`config.mk`:
```
export PLATFORM = sky130hd
export DESIGN_NAME = bmhq_ctrl
export DESIGN_NICKNAME = d
export VERILOG_FILES = /design/src/hw/rtl/bmhq_pkg.sv /design/src/hw/rtl/bmhq_ctrl.sv
export SDC_FILE = /design/constraint.sdc
export NUM_CORES = 1
export LEC_CHECK = 0
export ABC_AREA = 1
export BUFFER_PORTS_ARGS = -buffer_cell sky130_fd_sc_hd__buf_2
export CORE_AREA = 5 5 42 44
export DETAILED_ROUTE_END_ITERATION = 12
export DIE_AREA = 0 0 47 49
export GPL_TIMING_DRIVEN = 0
export PLACE_DENSITY = 0.68
export REMOVE_ABC_BUFFERS = 1
export SLEW_MARGIN = 25
export SYNTH_ARGS = -nofsm -noshare
export SYNTH_HDL_FRONTEND = slang
export SYNTH_SLANG_ARGS = --single-unit
```
`constraint.sdc`:
```
create_clock -name clock -period 1.28 [get_ports clock]
set_input_delay 0.192 -clock clock [delete_from_list [all_inputs] [get_ports clock]]
set_output_delay 0.192 -clock clock [all_outputs]
set_load 0.01 [all_outputs]
```
`src/hw/rtl/bmhq_pkg.sv`:
```
// ----------------------------------------------------------------------------
// bmhq_pkg
// types and constants shared by the binary min-heap queue modules
// ----------------------------------------------------------------------------
`timescale 1ns / 1ps

package bmhq_pkg;

   localparam int HEAP_DEPTH    = 1024;
   localparam int VALUE_BITS    = 16;
   localparam int COST_BITS     = 16;
   localparam int ADDR_BITS     = $clog2(HEAP_DEPTH);
   localparam int COUNT_BITS    = $clog2(HEAP_DEPTH + 1);
   localparam int STATUS_BITS   = 2;
   localparam int REQ_DATA_BITS = ((VALUE_BITS + COST_BITS + 7) / 8) * 8;
   localparam int RSP_DATA_BITS = ((VALUE_BITS + COST_BITS + COUNT_BITS + 7) / 8) * 8;

   typedef enum logic {
      OP_INSERT = 1'b0,
      OP_POP    = 1'b1
   } op_type;

   typedef enum logic [STATUS_BITS-1:0] {
      ST_OK    = 2'd0,
      ST_FULL  = 2'd1,
      ST_EMPTY = 2'd2
   } status_type;

   typedef struct packed {
      logic [COST_BITS-1:0]  cost;
      logic [VALUE_BITS-1:0] value;
   } entry_type;

   typedef enum logic [2:0] {
      S_IDLE,
      S_POP_LOAD,
      S_UP_READ,
      S_UP_CMP,
      S_DN_READ,
      S_DN_CMP,
      S_DONE
   } state_type;

   typedef struct packed {
      logic ins_start;
      logic reject;
      logic pop_read;
      logic pop_load;
      logic up_read;
      logic up_step;
      logic dn_read;
      logic dn_step;
      logic place;
      logic rsp_load;
   } cmd_type;

   typedef struct packed {
      logic req_pop;
      logic full;
      logic empty;
      logic at_root;
      logic up_swap;
      logic leaf;
      logic dn_swap;
   } sts_type;

endpackage

```
`src/hw/rtl/bmhq_ctrl.sv`:
```
// ----------------------------------------------------------------------------
// bmhq_ctrl
// sequencer for insert, pop and sift steps, and result handshake
// ----------------------------------------------------------------------------
`timescale 1ns / 1ps

module bmhq_ctrl
   import bmhq_pkg::*;
(
   input  logic    clock,
   input  logic    reset,
   input  logic    req_tvalid,
   output logic    req_tready,
   output logic    rsp_tvalid,
   input  logic    rsp_tready,
   input  sts_type sts,
   output cmd_type cmd
);

   state_type state_ff, state_in;
   logic      rsp_valid_ff, rsp_valid_in;
   logic      out_free;

   assign out_free = !rsp_valid_ff || rsp_tready;

   always_comb begin
      state_in = state_ff;
      case (state_ff)
         S_IDLE: begin
            if (req_tvalid) begin
               if (sts.req_pop) begin
                  state_in = sts.empty ? S_DONE : S_POP_LOAD;
               end else begin
                  state_in = sts.full ? S_DONE : S_UP_READ;
               end
            end
         end
         S_POP_LOAD: begin
            state_in = S_DN_READ;
         end
         S_UP_READ: begin
            state_in = sts.at_root ? S_DONE : S_UP_CMP;
         end
         S_UP_CMP: begin
            state_in = sts.up_swap ? S_UP_READ : S_DONE;
         end
         S_DN_READ: begin
            state_in = sts.leaf ? S_DONE : S_DN_CMP;
         end
         S_DN_CMP: begin
            state_in = sts.dn_swap ? S_DN_READ : S_DONE;
         end
         S_DONE: begin
            if (out_free) begin
               state_in = S_IDLE;
            end
         end
         default: begin
            state_in = S_IDLE;
         end
      endcase
   end

   always_comb begin
      cmd        = '0;
      req_tready = 1'b0;
      case (state_ff)
         S_IDLE: begin
            req_tready = 1'b1;
            if (req_tvalid) begin
               if (sts.req_pop) begin
                  cmd.reject   = sts.empty;
                  cmd.pop_read = !sts.empty;
               end else begin
                  cmd.reject    = sts.full;
                  cmd.ins_start = !sts.full;
               end
            end
         end
         S_POP_LOAD: begin
            cmd.pop_load = 1'b1;
         end
         S_UP_READ: begin
            cmd.place   = sts.at_root;
            cmd.up_read = !sts.at_root;
         end
         S_UP_CMP: begin
            cmd.up_step = sts.up_swap;
            cmd.place   = !sts.up_swap;
         end
         S_DN_READ: begin
            cmd.place   = sts.leaf;
            cmd.dn_read = !sts.leaf;
         end
         S_DN_CMP: begin
            cmd.dn_step = sts.dn_swap;
            cmd.place   = !sts.dn_swap;
         end
         S_DONE: begin
            cmd.rsp_load = out_free;
         end
         default: begin
            cmd = '0;
         end
      endcase
   end

   always_comb begin
      rsp_valid_in = rsp_valid_ff;
      if (cmd.rsp_load) begin
         rsp_valid_in = 1'b1;
      end else if (rsp_tready) begin
         rsp_valid_in = 1'b0;
      end
   end

   always_ff @(posedge clock) begin
      if (reset) begin
         state_ff     <= S_IDLE;
         rsp_valid_ff <= 1'b0;
      end else begin
         state_ff     <= state_in;
         rsp_valid_ff <= rsp_valid_in;
      end
   end

   assign rsp_tvalid = rsp_valid_ff;

endmodule

```
* Word level (Yosys, flattened, before mapping)
Cells that the tools add are included.
Storage, ports and cells: input port bits 11, output and inout port bits 12, word-level logic and storage cells 46, bits in registers 4
Operators by class: multiplexer cells 25, eq/ne operators 8, reductions and logical operators 11
Operators by type and width (number):
- 3-bit two-way mux | 9
- 3-bit one-hot mux with 7 select lines | 1
- 1-bit two-way mux | 12
- 3-bit == test (second input constant) | 3
- 1-bit logical NOT | 7
- 3-bit by 2-bit == test with 1-bit output (second input constant) | 2
- 2-bit two-way mux | 2
- 2-bit != test (second input constant) | 2
- 1-bit one-hot mux with 4 select lines | 1
- 3-bit by 1-bit == test with 1-bit output (second input constant) | 1
- 3-bit logical NOT | 1
- 2-bit AND reduction | 1
- 2-bit nonzero test | 1
- 1-bit logical OR | 1

* Depth between registers and ports, before layout
Gate-level depths: netlist of the first run.
word-level depth 4, depth in mapped cells 8, depth with buffers taken out 8

* Worst setup path after synthesis of the first run
Ideal clock, no wire load.
path type flip-flop to output port, start point register state_ff[1], end point output port cmd[9] (netlist bit), cell stages (with the launch flop) 6, buffers on the path 0, slack 0.040 ns, data required time 1.088 ns, arrival time 1.048 ns, cell sequence dfxtp_1 -> inv_2 -> nand2_2 -> nor2_2 -> nand2_1 -> nor3_1
RTL lines:
- start, declared | RTL line bmhq_ctrl.sv:20 | state_type state_ff, state_in;
- start signal, assigned | RTL line bmhq_ctrl.sv:122 | state_ff <= state_in;
- end, declared | RTL line bmhq_ctrl.sv:17 | output cmd_type cmd

==> out/qor.yml, run 1 <==
cts:
  cts_hold_buf: 0
  numClockSinks: 4
  cts_buffers: 3
  clk_pin_slew_ps: 40
  cts_max_path_buffers: 2
  htreeDepth: 1
  cts_tree: "yes"
  clk_latency_ps: 230
  root_buffer: "clkbuf_4"
floorplan:
  start_util: 0.2991
  rows: 14
  die_w_um: 47
  num_io_pins: 23
  dieArea_sq_mm: 0.002303
  core_area_sq_mm: 0.001401
  die_h_um: 49
logic_synthesis:
  yosysUniqueCellTypes: 18
  synth-seq-cells: 4
  avgSynthCellArea_sq_um: 5.822
  synthTopCellsByArea: "dfxtp_1 (19%), nand2_1 (13%), inv_1 (13%)"
  synth.top_cell.area_share: 0.1910
  synthArstFlopShare: 0
  synth_area_leader_cell: "dfxtp_1"
  synth_area_sq_um: 419.2
  ys.flop_type: "dfxtp_1"
  yosysMostFrequentCell: "nand2_1"
  synthTopCellsByCount: "nand2_1 (15), inv_1 (14), nand3_1 (7), nor2_1 (7), dfxtp_1 (4)"
  ys_warn_count: 0
  synth_edf_count: 0
  yosysSeqAreaShare: 0.1910
  synth_cells: 72
min_path:
  hp-start: "reset"
  hold_depth: 2
  min_to: "state_ff[1]"
  hp-class: "in -> reg"
sta:
  final.setup.worst_slack_ps: -144.7
  period_needed_ps: 1425
  finalSetupTns_ps: -787.6
  rsz0062_at_grt: "true"
  fin_crit_sh: 1.113
  worst_pin_slew_ps: 176.5
  fmax_mhz: 701.9
  drv_slew: 0
  hold_viol_final: 0
  skew_ps: 2.029
  relSlewSlack: 0.8823
  finalSetupViolCount: 8
worst_setup_path:
  cp_slowest_cell: "dfxtp_4"
  end_kind: "output pin"
  crit_chain: "buf_4 -> nor2_4 -> nand2_2 -> nor2_2 -> buf_2"
  cp_data_arrival_time_ps: 1230
  crit_type: "reg -> out"
  critPathRequiredTime_ps: 1090
  start_kind: "flop"
  cp_top_family: "flip-flops"
  worst_r2r_endpoint: "state_ff[2]"
  cp_num_buf_inv: 2
  cp_max_fo: 6
  reg2reg_slack_ps: 50
  slowest_delay_ps: 380
  rr_startpoint: "state_ff[2]"
  ff2ff_path_depth: 7
grt:
  overflow: 0
  grt_use_total: 0.1266
  grt_pass1_vias: 555
  antenna_found_initial: 0
  grt_max_degree: 8
  grt_pass1_wl_um: 2145
finish:
  area_delta_synth_final_pct: 88.66
  layout.cells.non_filler: 124
  drive_gt1_frac: 0.5648
  fin_util: 0.5643
  layout.nets: 124
  seq_area_sq_um: 91.34
  nFillCells: 142
  diodes: 0
  finish.instance_area_sq_um: 790.8
  multi_input_area_sq_um: 351.6
detailed_routing:
  dr.first_iter.drc_count: 5
  first_pass_iters: 2
  routed_wirelength_um: 1476
  dr_total_vias: 595
  ant_nets: 0
  wl_per_cell_um: 11.90
  drc: 0
  vias_per_cell: 4.798
placed_design:
  placed_area_sq_um: 541.8
  dp_hpwl_um: 888.4
  portBuffers: 22
  gp_congestion: 0.7246
  placedCellCount: 109
run_status:
  status: "finished, violations left"
  violations: "setup timing"
pwr:
  pwr_density_cell_mw_per_mm2: 2075
  ir_worst_vdd_v: 0.0009480
  power.leakage_nw: 0.4370
run:
  maxCapViolations: 0
state kept, by name (all words and copies together) (netlist names):
name and flops:
state_ff 3, rsp_tvalid 1
worst max path at each step:
stage                startpoint     end  cells after the start
floorplan           state_ff[1]  cmd[9]                      5
global route        state_ff[0]  cmd[1]                      5
global placement    state_ff[2]  cmd[1]                      5
CTS                 state_ff[1]  cmd[1]                      6
detailed placement  state_ff[1]  cmd[1]                      6
finish              state_ff[2]  cmd[8]                      5
worst register-to-register path: stages, from the launching register on:
cell	delay, ps
dfxtp_4	380
buf_4	150
nor2_4	160
nand2_2	80
buf_4	130
nand2_1	60
o21ai_1	90
a21oi_2	110
cells by family after synthesis:
family / count (synthesis) / share of synthesized area
and+or+nand+nor: 39 / 0.4329
DFF: 4 / 0.1911
AOI/OAI and AO/OA: 8 / 0.1164
buffers and inverters: 18 / 0.1702
adders and majority gates: 3 / 0.08956
where the power goes:
| part | switching [mW] | internal (mW) | total, mW |
|---|---|---|---|
| clock | 0.0495 | 0.105 | 0.154 |
| combinational | 0.603 | 0.595 | 1.20 |
| sequential | 0.0969 | 0.191 | 0.288 |
| total | 0.749 | 0.891 | 1.64 |
cells in the final DEF (no fill, tap or decap):
cell / netlist / final
inv_4: 0 / 2
nor2_1: 7 / 3
nor2_4: 0 / 5
ha_1: 3 / 2
nand2_2: 1 / 2
ha_4: 0 / 1
dfxtp_1: 4 / 1
buf_2: 0 / 20
nand3_1: 7 / 6
clkbuf_4: 0 / 3
nand4_1: 2 / 2
nand3_2: 1 / 1
nand3_4: 0 / 1
dfxtp_4: 0 / 3
nand2_4: 0 / 1
nor2_2: 3 / 2
or2_0: 1 / 1
inv_1: 14 / 14
buf_6: 0 / 7
nor3_2: 0 / 2
o21ai_1: 2 / 2
buf_4: 1 / 7
a21oi_2: 2 / 3
a31oi_1: 1 / 1
nand2_1: 15 / 13
a21oi_1: 3 / 2
inv_6: 0 / 1
final cells by class:
| type | instances | area share |
|---|---|---|
| sequential | 4 | 0.1155 |
| timing repair buffer | 34 | 0.2927 |
| multi-input combinational | 50 | 0.4446 |
| clock buffer | 3 | 0.02848 |
| inverter | 17 | 0.09335 |
| tap | 16 | 0.02532 |
per-stage QoR:
stage	hold slack [ps]	setup slack (ps)	power [mW]
after floorplan	254.4	40.50	0.6992
after global placement	408.1	-52.38	0.8746
after detailed placement	410.5	-63.42	0.8888
after CTS	148.8	-133.9	1.409
after global routing	176.7	-227.3	1.796
final	160.0	-144.7	1.641
repair_timing:
item	in CTS	in global routing
pin swaps	5	9
gates resized for setup	21	14
buffers inserted	8	5
setup endpoints to repair	11	12
per-layer routing:
metal  track usage  vias to the layer above  share of wire  wire, um
li1              -                      300              -         -
met1        0.1422                      260           0.37       551
met2        0.1900                       27           0.48       706
met3       0.02583                        8          0.093       137
met4        0.1106                        0          0.054        80
met5             0                        -              0         0
No activity file was read; power rests on OpenSTA's default activity.
==> run 2: changes to the inputs <==
ABC_AREA = default   (was 1)
PLACE_DENSITY = 0.66   (was 0.68)
==> out/qor.yml, run 2 <==
grt:
  grt_pass1_vias: 457  # -18%
  grt_max_degree: 8  # unchanged
  overflow: 0  # unchanged
  grt_pass1_wl_um: 2070  # -3.5%
  grtUsageMet3: 0.02583  # unchanged
  grt_use_total: 0.1232  # -0.003430
  antenna_found_initial: 0  # unchanged
  use_met1: 0.1557  # +0.01347
  grtUsageMet2: 0.1923  # +0.002262
  grt_busiest_layer: "met2"
worst_setup_path:
  cp_data_arrival_time_ps: 1210  # -20 ps
  slowest_delay_ps: 390  # about the same
  cp_num_buf_inv: 2  # unchanged
  end_kind: "output pin"
  cp_slowest_cell: "dfxtp_4"
  crit_type: "reg -> out"
  critPathRequiredTime_ps: 1090  # about the same
  start_kind: "flop"
  cp_max_fo: 4  # -2
  crit_chain: "buf_6 -> and3b_4 -> nor2b_1 -> buf_2"
  cp_top_family: "flip-flops"
pwr:
  ir_worst_vdd_v: 0.0007086  # -25%
  pwr_density_cell_mw_per_mm2: 2336  # +13%
  power.leakage_nw: 0.3260  # -25%
logic_synthesis:
  synth_area_leader_cell: "dfxtp_1"
  synth_area_sq_um: 397.9  # -5.1%
  avgSynthCellArea_sq_um: 8.466  # +45%
  synthTopCellsByArea: "dfxtp_1 (20%), ha_1 (9.4%), buf_6 (5.7%)"
  yosysUniqueCellTypes: 25  # +7
  synth.top_cell.area_share: 0.2013  # +0.01021
  synthArstFlopShare: 0  # unchanged
  yosysSeqAreaShare: 0.2013  # +0.01021
  synth_cells: 47  # -35%
  ys.flop_type: "dfxtp_1"
  synthTopCellsByCount: "dfxtp_1 (4), nand2_1 (4)"
  synth-seq-cells: 4  # unchanged
  synth_edf_count: 0  # unchanged
  ys_warn_count: 0  # unchanged
sta:
  finalSetupViolCount: 9  # +1
  relSlewSlack: 0.7426  # -0.1397
  worst_pin_slew_ps: 385.4  # +208.8 ps
  whs_ps: 170.5  # +10.52 ps
  period_needed_ps: 1401  # -23.74 ps
  fin_crit_sh: 1.094  # -0.01855
  skew_ps: 6.410  # +4.381 ps
  fmax_mhz: 713.8  # +1.7%
  rsz0062_at_grt: "true"
  drv_slew: 0  # unchanged
  final.setup.worst_slack_ps: -120.9  # +23.75 ps
  finalSetupTns_ps: -760.4  # +27.19 ps
  hold_viol_final: 0  # unchanged
detailed_routing:
  vias_per_cell: 5.167  # +7.7%
  dr.first_iter.drc_count: 8  # +3
  ant_nets: 0  # unchanged
  dr_total_vias: 496  # -17%
  wl_per_cell_um: 14.23  # +20%
  first_pass_iters: 4  # +2
  routed_wirelength_um: 1366  # -7.5%
  drc: 0  # unchanged
finish:
  final_cell_mix: "buf_2 (21), buf_6 (7), buf_4 (5)"
  diodes: 0  # unchanged
  largest_reg_flops: 3  # unchanged
  largest-register: "state_ff"
  final_common_cell: "buf_2"
  drive_gt1_frac: 0.7375  # +0.1727
  nFillCells: 135  # -4.9%
  layout.nets: 96  # -23%
  area_delta_synth_final_pct: 92.77
cts:
  cts_buffers: 3  # unchanged
  numClockSinks: 4  # unchanged
  clk_pin_slew_ps: 40  # about the same
  cts_tree: "yes"
  root_buffer: "clkbuf_4"
  clk_latency_ps: 240  # about the same
  htreeDepth: 1  # unchanged
  cts_max_path_buffers: 2  # unchanged
floorplan:
  dieArea_sq_mm: 0.002303  # unchanged
  start_util: 0.2839  # -0.01518
  die_h_um: 49  # unchanged
  core_area_sq_mm: 0.001401  # unchanged
  num_io_pins: 23  # unchanged
  die_w_um: 47  # unchanged
  rows: 14  # unchanged
run:
  maxCapViolations: 0  # unchanged
placed_design:
  dp_hpwl_um: 805  # -9.4%
  gp_congestion: 0.7566  # +4.4%
  portBuffers: 22  # unchanged
min_path:
  hp-class: "in -> reg"
run_status:
  violations: "setup timing"
  status: "finished, violations left"
==> run 2: cell types whose count changed in the layout (fill, tap and decap cells not counted), sizes merged, moves of 3 or more <==
| cell | delta |
|---|---|
| a21oi | -3 |
| inv | -15 |
| nand2 | -12 |
| nand3 | -8 |
| nor2 | -7 |
| nor4 | +3 |
==> run 2: layer usage <==
layer	vias up	routed length, um
li1	244	-
met1	230	582
met2	20	684
met3	2	84
met4	0	14
met5	-	0
==> run 2: path summary, 6_finish.rpt <==
path         cells past startpoint  slack, ps   startpoint     endpoint
max                              4       -120  state_ff[1]       cmd[0]
min                              2        170        reset  state_ff[2]
max reg2reg                      4        -60  state_ff[1]  state_ff[0]
min reg2reg                      2        630  state_ff[2]  state_ff[1]
==> run 2: kinds of logic after synthesis <==
logic type / share of synthesized area
and+or+nand+nor: 0.3459
AOI/OAI and AO/OA: 0.2170
buffers and inverters: 0.1132
DFF: 0.2013
adders and majority gates: 0.09435
muxes: 0.02830
==> run 2: where the power goes <==
part	internal, mW	switching [mW]
logic	0.717	0.574
registers	0.199	0.144
clock network	0.105	0.0529
total	1.02	0.771
==> run 2: cell type report <==
cell class | instances | area (sq um) | area share
Inverter | 2 | 12.51 | 0.01631
Multi-Input combinational cell | 37 | 384.1 | 0.5008
Timing Repair Buffer | 34 | 236.5 | 0.3083
Clock buffer | 3 | 22.52 | 0.02936
Sequential cell | 4 | 91.34 | 0.1191
Tap cell | 16 | 20.02 | 0.02610
==> run 2: worst reg2reg max path: stages, from the launching register on <==
cell	delay, ps
dfxtp_4	370
buf_6	130
and3b_4	190
a2111oi_1	410
o21a_1	170
==> run 2: what timing repair did <==
| item | in CTS | in global routing |
|---|---|---|
| pin swaps | 10 | 4 |
| resized for setup | 24 | 15 |
| endpoints found under the setup margin | 14 | 13 |
| hold buffers | 0 | 0 |
| buffers inserted | 10 | 3 |
==> run 2: stage by stage <==
stage	instance area (sq um)	utilization	total power, mW	std cells	worst slack, ps
detailed placement	490.5	0.3500	0.8689	81	-259.3
CTS	684.4	0.4884	1.518	94	-115.4
global placement	490.5	0.3500	0.8599	81	-245.4
finish	767.0	0.5473	1.792	96	-120.9
floorplan	360.3	-	0.6695	43	-103.8
global route	767.0	0.5473	1.904	96	-162.7
==> run 3: changes to the inputs <==
CTS_BUF_LIST = sky130_fd_sc_hd__clkbuf_2   (was default)
==> out/qor.yml, run 3 (same netlist as run 2, synthesis figures left out) <==
placed_design:
  portBuffers: 22  # unchanged
  gp_congestion: 0.7566  # unchanged
  dp_hpwl_um: 805  # unchanged
  preCtsSetupSlack_ps: -259.3  # unchanged
floorplan:
  die_w_um: 47  # unchanged
  die_h_um: 49  # unchanged
  start_util: 0.2839  # unchanged
  rows: 14  # unchanged
  dieArea_sq_mm: 0.002303  # unchanged
  core_area_sq_mm: 0.001401  # unchanged
  num_io_pins: 23  # unchanged
min_path:
  hold_depth: 2  # unchanged
  hp-class: "in -> reg"
cts:
  htreeDepth: 1  # unchanged
  cts_tree: "yes"
  cts_buffers: 3  # unchanged
  root_buffer: "clkbuf_2"
  cts_max_path_buffers: 2  # unchanged
  clk_latency_ps: 210  # -30 ps
  numClockSinks: 4  # unchanged
  clk_pin_slew_ps: 50  # about the same
  cts_hold_buf: 0  # unchanged
detailed_routing:
  dr.first_iter.drc_count: 6  # -2
  ant_nets: 0  # unchanged
  dr_wl_met2_um: 640  # -6.4%
  dr_total_vias: 477  # -3.8%
  maxUsedRoutingLayer: "met4"
  vias_per_cell: 5.074  # -1.8%
  drc: 0  # unchanged
  wl_met3_um: 81  # -3.6%
  routed_wirelength_um: 1323  # -3.1%
  wl_per_cell_um: 14.07  # -1.1%
  first_pass_iters: 2  # -2
  met1Wirelength_um: 569  # -2.2%
worst_setup_path:
  slowest_delay_ps: 400  # about the same
  start_kind: "flop"
  crit_type: "reg -> out"
  cp_num_buf_inv: 2  # unchanged
  end_kind: "output pin"
  crit_chain: "buf_6 -> and3b_4 -> nor2b_1 -> buf_2"
  ff2ff_path_depth: 4  # unchanged
  path_depth: 4  # unchanged
  critPathRequiredTime_ps: 1090  # about the same
  cp_data_arrival_time_ps: 1190  # -20 ps
  cp_top_family: "flip-flops"
  cp_slowest_cell: "dfxtp_4"
  cp_max_fo: 4  # unchanged
finish:
  drive_gt1_frac: 0.6795  # -0.05801
  area_delta_synth_final_pct: 82.39
  final_cell_mix: "buf_2 (21), buf_4 (5), buf_6 (4)"
  diodes: 0  # unchanged
  layout.nets: 94  # -2.1%
  largest-register: "state_ff"
  final_common_cell: "buf_2"
  largest_reg_flops: 3  # unchanged
run_status:
  status: "finished, violations left"
  violations: "setup timing"
sta:
  fmax_mhz: 721.4  # +1.1%
  finalSetupViolCount: 10  # +1
  fin_crit_sh: 1.083  # -0.01143
  whs_ps: 193.2  # +22.62 ps
  final.setup.worst_slack_ps: -106.3  # +14.63 ps
  hold_viol_final: 0  # unchanged
  worst_pin_slew_ps: 379.0  # -6.396 ps
  rsz0062_at_grt: "true"
  skew_ps: 6.638  # +0.2278 ps
  period_needed_ps: 1386  # -14.63 ps
  relSlewSlack: 0.7468  # +0.004273
  drv_slew: 0  # unchanged
grt:
  grt_pass1_vias: 446  # -2.4%
  grt_use_total: 0.1211  # -0.002026
  antenna_found_initial: 0  # unchanged
  grt_pass1_wl_um: 2042  # -1.4%
  overflow: 0  # unchanged
  grt_max_degree: 12  # +4
pwr:
  ir_worst_vdd_v: 0.0007211  # +1.8%
  pwr_density_cell_mw_per_mm2: 2243  # -4.0%
  power.leakage_nw: 0.3120  # -4.3%
run:
  maxCapViolations: 0  # unchanged
run 3: cell count changes in the layout (fill, tap and decap cells not counted), sizes merged:
cell / change
buf: -2
run 3: per-layer routing:
layer | GRT usage | vias to the layer above
met2 | 0.1878 | 16
met3 | 0.02214 | 4
met5 | 0 | -
met4 | 0.05530 | 0
li1 | - | 240
met1 | 0.1560 | 217
run 3: worst paths after layout:
kind,startpoint,end,slack (ps)
worst max-delay path,state_ff[1],cmd[0],-110
worst min-delay path,reset,state_ff[2],190
worst max register to register,state_ff[1],state_ff[0],-60
worst min register to register,state_ff[2],state_ff[1],640
run 3: final cells by class:
type / instances / area [sq um]
inverter: 2 / 12.51
multi-input combinational: 37 / 364.1
timing repair buffer: 32 / 222.7
tap: 16 / 20.02
fill: 136 / 675.6
sequential: 4 / 91.34
clock buffer: 3 / 15.01
run 3: power by group:
| group | leakage, nW | switching [mW] | internal [mW] |
|---|---|---|---|
| Clock | 0.0125 | 0.0534 | 0.0630 |
| Combinational | 0.265 | 0.510 | 0.646 |
| Sequential | 0.0348 | 0.156 | 0.199 |
run 3: worst reg2reg max path: cells and delay by family (launching register included):
family | cells | cell delay, ps
AND/OR/NAND/NOR | 1 | 190
AO/OA/AOI/OAI | 2 | 590
flip-flops | 1 | 370
buffers and inverters | 1 | 140
run 3: metrics by stage:
step                      area, sq um  power [mW]  cells  TNS, ps  utilization
after floorplan                 360.3      0.6695     43   -265.8            -
after global placement          490.5      0.8599     81   -883.8       0.3500
after detailed placement        490.5      0.8689     81    -1102       0.3500
after CTS                       656.9       1.407     91   -527.7       0.4688
after global routing            725.7       1.737     94    -1397       0.5179
final                           725.7       1.627     94   -668.3       0.5179
run 3: what timing repair did:
item	4_1_cts	5_1_grt
setup buffers	7	3
pin swaps	10	3
endpoints found under the setup margin	14	12
gates resized for setup	23	7
